<file path="src/sv/slcd_pkg.sv">
// ----------------------------------------------------------------------------
// slcd_pkg
// shared types, command codes, field layout and the display init rom
// ----------------------------------------------------------------------------
package slcd_pkg;

   localparam int PALETTE_DEPTH_DEF   = 256;
   localparam int PIXELS_PER_WORD_DEF = 4;

   localparam int ROM_ENTRIES = 24;
   localparam int ROM_DATA_MAX = 15;
   localparam int JOB_BYTES = 16;

   // request tdata layout, lowest bit up
   localparam int PAL_INDEX_LSB  = 0;
   localparam int PAL_COLOR_LSB  = 8;
   localparam int X_START_LSB    = 24;
   localparam int Y_START_LSB    = 40;
   localparam int WIN_WIDTH_LSB  = 56;
   localparam int WIN_HEIGHT_LSB = 72;
   localparam int PIXEL_WORD_LSB = 88;
   localparam int REQ_DATA_W     = 120;
   localparam int RSP_DATA_W     = 16;

   localparam logic [7:0] LCD_CASET = 8'h2A;
   localparam logic [7:0] LCD_PASET = 8'h2B;
   localparam logic [7:0] LCD_RAMWR = 8'h2C;
   localparam logic [7:0] COUNT_MASK = 8'h1F;
   localparam int DELAY_BIT = 7;

   // dc pattern of the window header: commands at bytes 0, 5 and 10
   localparam logic [JOB_BYTES-1:0] WINDOW_DC = 16'h03DE;
   localparam logic [4:0] WINDOW_BYTES = 5'd11;

   typedef enum logic [1:0] {
      CMD_PALETTE = 2'd0,
      CMD_INIT    = 2'd1,
      CMD_WINDOW  = 2'd2,
      CMD_PIXEL   = 2'd3
   } cmd_type;

   // one burst of bytes handed from the merge stage to the serializer
   typedef struct packed {
      logic [JOB_BYTES-1:0][7:0] bytes;
      logic [JOB_BYTES-1:0]      dc;
      logic [4:0]                nbytes;
      logic                      delay;
      logic                      done;
   } job_type;

   function automatic logic [7:0] rom_cmd(input logic [4:0] pos);
      logic [7:0] c;
      case (pos)
         5'd0:  c = 8'hCF;
         5'd1:  c = 8'hED;
         5'd2:  c = 8'hE8;
         5'd3:  c = 8'hCB;
         5'd4:  c = 8'hF7;
         5'd5:  c = 8'hEA;
         5'd6:  c = 8'hC0;
         5'd7:  c = 8'hC1;
         5'd8:  c = 8'hC5;
         5'd9:  c = 8'hC7;
         5'd10: c = 8'h36;
         5'd11: c = 8'h3A;
         5'd12: c = 8'hB1;
         5'd13: c = 8'hF2;
         5'd14: c = 8'h26;
         5'd15: c = 8'hE0;
         5'd16: c = 8'hE1;
         5'd17: c = 8'h2A;
         5'd18: c = 8'h2B;
         5'd19: c = 8'h2C;
         5'd20: c = 8'hB7;
         5'd21: c = 8'hB6;
         5'd22: c = 8'h11;
         5'd23: c = 8'h29;
         default: c = 8'h00;
      endcase
      return c;
   endfunction

   function automatic logic [7:0] rom_count(input logic [4:0] pos);
      logic [7:0] n;
      case (pos)
         5'd0:  n = 8'd3;
         5'd1:  n = 8'd4;
         5'd2:  n = 8'd3;
         5'd3:  n = 8'd5;
         5'd4:  n = 8'd1;
         5'd5:  n = 8'd2;
         5'd6:  n = 8'd1;
         5'd7:  n = 8'd1;
         5'd8:  n = 8'd2;
         5'd9:  n = 8'd1;
         5'd10: n = 8'd1;
         5'd11: n = 8'd1;
         5'd12: n = 8'd2;
         5'd13: n = 8'd1;
         5'd14: n = 8'd1;
         5'd15: n = 8'd15;
         5'd16: n = 8'd15;
         5'd17: n = 8'd4;
         5'd18: n = 8'd4;
         5'd19: n = 8'd0;
         5'd20: n = 8'd1;
         5'd21: n = 8'd4;
         5'd22: n = 8'h80;
         5'd23: n = 8'h80;
         default: n = 8'd0;
      endcase
      return n;
   endfunction

   // element 0 is the first data byte sent
   function automatic logic [ROM_DATA_MAX-1:0][7:0] rom_data(input logic [4:0] pos);
      logic [ROM_DATA_MAX-1:0][7:0] d;
      d = '0;
      case (pos)
         5'd0:  d[2:0] = {8'h30, 8'h83, 8'h00};
         5'd1:  d[3:0] = {8'h81, 8'h12, 8'h03, 8'h64};
         5'd2:  d[2:0] = {8'h79, 8'h01, 8'h85};
         5'd3:  d[4:0] = {8'h02, 8'h34, 8'h00, 8'h2C, 8'h39};
         5'd4:  d[0] = 8'h20;
         5'd6:  d[0] = 8'h26;
         5'd7:  d[0] = 8'h11;
         5'd8:  d[1:0] = {8'h3E, 8'h35};
         5'd9:  d[0] = 8'hBE;
         5'd10: d[0] = 8'h28;
         5'd11: d[0] = 8'h55;
         5'd12: d[1:0] = {8'h1B, 8'h00};
         5'd13: d[0] = 8'h08;
         5'd14: d[0] = 8'h01;
         5'd15: d = {8'h00, 8'h05, 8'h07, 8'h02, 8'h07, 8'h0A, 8'h32, 8'h87,
                     8'h45, 8'h06, 8'h0F, 8'h0A, 8'h18, 8'h1A, 8'h1F};
         5'd16: d = {8'h1F, 8'h3A, 8'h38, 8'h0D, 8'h18, 8'h05, 8'h4D, 8'h78,
                     8'h3A, 8'h09, 8'h10, 8'h05, 8'h27, 8'h25, 8'h00};
         5'd17: d[3:0] = {8'hEF, 8'h00, 8'h00, 8'h00};
         5'd18: d[3:0] = {8'h3F, 8'h01, 8'h00, 8'h00};
         5'd20: d[0] = 8'h07;
         5'd21: d[3:0] = {8'h00, 8'h27, 8'h82, 8'h0A};
         default: d = '0;
      endcase
      return d;
   endfunction

endpackage

</file>
<file path="src/sv/slcd_byte_serializer.sv">
// ----------------------------------------------------------------------------
// slcd_byte_serializer
// walks one merged burst a byte per cycle, while the receiver is ready, into the registered result beat
// ----------------------------------------------------------------------------
module slcd_byte_serializer import slcd_pkg::*; (
   input  logic                  clock,
   input  logic                  reset,
   input  logic                  job_valid,
   input  job_type               job,
   output logic                  job_ready,
   output logic                  rsp_tvalid,
   input  logic                  rsp_tready,
   output logic [RSP_DATA_W-1:0] rsp_tdata,
   output logic [0:0]            rsp_tuser,
   output logic                  rsp_tlast
);

   job_type    buf_ff;
   logic       busy_ff;
   logic [3:0] idx_ff;
   logic [3:0] idx_in;
   logic       emit;
   logic       is_last;

   logic       rsp_valid_ff;
   logic [7:0] out_byte_ff;
   logic       out_dc_ff;
   logic       out_delay_ff;
   logic       out_done_ff;
   logic       out_last_ff;

   assign emit      = busy_ff && (!rsp_valid_ff || rsp_tready);
   assign is_last   = (5'({1'b0, idx_ff}) + 5'd1) == buf_ff.nbytes;
   assign job_ready = !busy_ff || (emit && is_last);
   assign idx_in    = idx_ff + 4'd1;

   always_ff @(posedge clock) begin
      if (reset) begin
         busy_ff <= 1'b0;
         idx_ff  <= '0;
      end else if (job_valid && job_ready) begin
         busy_ff <= 1'b1;
         idx_ff  <= '0;
      end else if (emit) begin
         idx_ff <= idx_in;
         if (is_last) begin
            busy_ff <= 1'b0;
         end
      end
   end

   always_ff @(posedge clock) begin
      if (job_valid && job_ready) begin
         buf_ff <= job;
      end
   end

   always_ff @(posedge clock) begin
      if (reset) begin
         rsp_valid_ff <= 1'b0;
      end else if (emit) begin
         rsp_valid_ff <= 1'b1;
      end else if (rsp_tready) begin
         rsp_valid_ff <= 1'b0;
      end
   end

   always_ff @(posedge clock) begin
      if (emit) begin
         out_byte_ff  <= buf_ff.bytes[idx_ff];
         out_dc_ff    <= buf_ff.dc[idx_ff];
         out_delay_ff <= is_last && buf_ff.delay;
         out_done_ff  <= is_last && buf_ff.done;
         out_last_ff  <= is_last;
      end
   end

   assign rsp_tvalid = rsp_valid_ff;
   assign rsp_tdata  = {6'b0, out_done_ff, out_delay_ff, out_byte_ff};
   assign rsp_tuser  = out_dc_ff;
   assign rsp_tlast  = out_last_ff;

   a_idx_in_range: assert property (@(posedge clock) disable iff (reset)
      busy_ff |-> (5'({1'b0, idx_ff}) < buf_ff.nbytes))
      else $error("serializer index ran past its burst");

   a_job_size: assert property (@(posedge clock) disable iff (reset)
      busy_ff |-> (buf_ff.nbytes != 5'd0 && buf_ff.nbytes <= 5'(JOB_BYTES)))
      else $error("burst length out of range");

   a_flags_on_last: assert property (@(posedge clock) disable iff (reset)
      (rsp_valid_ff && (out_delay_ff || out_done_ff)) |-> out_last_ff)
      else $error("delay or init_done flag away from the last byte");

endmodule

</file>
<file path="config.mk">
export PLATFORM = sky130hd
export DESIGN_NAME = slcd_byte_serializer
export DESIGN_NICKNAME = d
export VERILOG_FILES = /design/src/sv/slcd_pkg.sv /design/src/sv/slcd_byte_serializer.sv
export SDC_FILE = /design/constraint.sdc
export NUM_CORES = 1
export LEC_CHECK = 0
export BUFFER_PORTS_ARGS = -buffer_cell sky130_fd_sc_hd__buf_2
export CORE_ASPECT_RATIO = 0.9
export CORE_MARGIN = 2
export CORE_UTILIZATION = 27
export CTS_BUF_LIST = sky130_fd_sc_hd__clkbuf_8
export DETAILED_ROUTE_END_ITERATION = 6
export PLACE_DENSITY = 0.55
export SYNTH_ARGS = -nofsm -noshare
export SYNTH_HDL_FRONTEND = slang
export SYNTH_SLANG_ARGS = --single-unit
export TNS_END_PERCENT = 1
</file>
<file path="constraint.sdc">
create_clock -name clock -period 6.9 [get_ports clock]
set_input_delay 1.38 -clock clock [delete_from_list [all_inputs] [get_ports clock]]
set_output_delay 1.38 -clock clock [all_outputs]
set_load 0.005 [all_outputs]
</file>
==> run metrics <==
outcome=complete, no violations; root buf cell=clkbuf_8; Reg clk slew, reported paths=approximately 0.090 ns; register share of total power=roughly 59%; H-tree levels=4; io pins=between 150 and 200; crit path time final=4.25 ns; first-pass GRT wire length=20.6 mm; mapped cell area=around 0.0065 mm^2; Final ANT Viol Nets=0; Setup crit end kind=primary output; post-synthesis adder-cell area fraction=0.192%; pin count of the biggest net entering global routing=85; via count=3,271; Initial Utilization=27.7%; #FFs+latches synth=between 150 and 200; vias in the first global route=3,549; commonest non-fill, non-tap cell in the layout=buf_2; ratio of cells with drive above 1 in the final layout=49.2%; syn_area_per_cell=23.7 um^2; largest family of logic cells by synthesized area=multiplexers; diode count=0; fin util=34.2%; Synth Instances=275; Hold Buf Count CTS=0; leakage=2.91 nW; final period utilization=61.6%; CTS tree=done; clock skew=0.00872 ns; final hold violations=0; NetSw=0.462 mW; crit path kind=reg -> out; sw frac=between 20% and 30%; # resized after CTS=0; Max VDD drop=0.0943 mV; most frequent cells in the layout=buf_2 (168), edfxtp_1 (163), mux4_2 (25); Initial DRC Count=approximately 170; multiplexer share of the synthesized area=between 10% and 20%; die width=168 um; DRC Markers=0; Cell Int Power=1.62 mW; global route total overflow=0; Hold WS=0.561 ns; area grow syn2layout=23.3%; Bufs on Longest Clock Path=2; arrival time of the worst setup path=about 2.9 ns; Yosys Warn Count=0; Slew headroom=31.5%; Comb pwr share=8.1%; Post-CTS Setup Inserts=0; clock sinks=roughly 170; CTS buffer count=17; gr usage total=11.2%; die extent in y=152 um; Routed WL=13.7 mm; setup TNS=0 ns; initial antenna violation count=0; Rows=53; Pwr Density=259 mW/mm^2; Critical Path Fanout Max=39; Setup crit start kind=flop; vias per cell=roughly 4.3; clock power share=33.1%; Nets=606; final setup vio count=0; total die area=about 0.025 mm^2; count of pins over their slew limit=0; Netlist cell types=34; Achievable Freq=about 240 MHz; max-cap violation count=0; Critical Path RT=roughly 5.5 ns; xor/xnor share of the synthesized area=0.939%; WL per Instance=18.0 um; Synth Area in Compound Gates=0.863%; Simple-Gate Fraction of Synth Area=2.03%; Slew @ Worst Pin=1.03 ns; insertion delay to the later sink of the worst-skew pair=0.45 ns; HPWL after detailed placement=9.26 mm; unrepaired setup endpoints after global routing=no; Routability Congestion=0.710; Port Buffers=168; core box area=0.0235 mm^2; HP Class=reg -> reg; post-synthesis sequential area ratio=76.8%; Detailed Routing Iterations Pass 1=4
-- Yosys cell counts (all sizes together) --
cell     instances  area share (%)
a211oi           1            0.12
ha               1            0.19
mux4            45              17
conb             1           0.057
a41o             1            0.15
edfxtp         163              75
nand3b           1            0.12
o2bb2ai          1            0.13
o21a             1            0.12
xnor2            4            0.54
nand3            3            0.23
nor3             3            0.23
clkbuf           2            0.27
buf             17             1.9
xor2             3            0.40
mux2i            1            0.15
o21ai            1           0.077
nor2b            3            0.29
nand4b           1            0.13
and3             2            0.19
nand2            2            0.12
o22a             1            0.13
nand2b           1           0.096
nor4             1            0.19
nor2             6            0.35
and2             1           0.096
a311oi           1            0.13
dfxtp            6             1.8
inv              1           0.057
-- stage by stage --
| stage | cells | instance area (um^2) | power, mW | setup slack, ns |
|---|---|---|---|---|
| 2_1_floorplan | 280 | 6550 | 1.35 | 1.42 |
| 3_3_place_gp | 733 | 7660 | 1.42 | 3.11 |
| 3_5_place_dp | 733 | 7660 | 1.42 | 2.95 |
| 4_1_cts | 765 | 8050 | 2.11 | 2.57 |
| 5_1_grt | 765 | 8050 | 2.17 | 2.41 |
| 6_report | 765 | 8050 | 2.08 | 2.65 |
-- logic make-up after synthesis --
logic type / Yosys count
XOR/XNOR: 7
flip-flops: 169
AO/OA/AOI/OAI: 7
AND/OR/NAND/NOR: 24
adder cells (fa/ha/maj): 1
multiplexers: 46
other: 1
buffers and inverters: 20
-- layout make-up --
cell class	count	area, um^2
clock buffer	18	248
clock inverter	14	136
fill	2226	15500
inverter	1	3.75
multi-input combinational	91	1400
sequential	169	5020
tap	302	378
timing repair buffer	170	868
-- flip-flops by register name (all words and copies together), names as in the netlist --
signal,flops
out_done_ff,1
rsp_tuser,1
idx_ff,4
out_byte_ff,8
buf_ff,151
rsp_tvalid,1
busy_ff,1
out_delay_ff,1
rsp_tlast,1
-- path summary, 6_finish.rpt --
check | from | to | slack (ns) | depth (start not counted)
setup / recovery | idx_ff[1] | job_ready | 2.65 | 6
hold / removal | buf_ff[1] | out_delay_ff | 0.56 | 1
setup reg to reg | idx_ff[1] | buf_ff[46] | 3.00 | 5
hold reg to reg | buf_ff[1] | out_delay_ff | 0.56 | 1
-- worst max-delay path, cell delays in order, from the launching register on --
cell and delay [ns]:
dfxtp_2 1.01, ha_1 0.41, xor2_1 0.18, nor4_2 0.50
nand3_1 0.13, nand2_1 0.08, buf_2 0.11
-- metal layers --
layer,vias to the layer above,GRT usage (%),wire (um)
li1,1507,-,-
met1,1632,14.4,6030
met2,119,17.9,6660
met3,13,3.95,895
met4,0,3.83,156
met5,-,0,0
-- power by group through the flow --
stage          clock network, mW  registers [mW]  logic (mW)
3_5_place_dp                   0            1.25       0.172
6_report                   0.690            1.22       0.168
3_3_place_gp                   0            1.25       0.169
4_1_cts                    0.715            1.23       0.173
2_1_floorplan                  0            1.25      0.0979
5_1_grt                    0.756            1.23       0.185
Power figures use the tool's default switching activity.
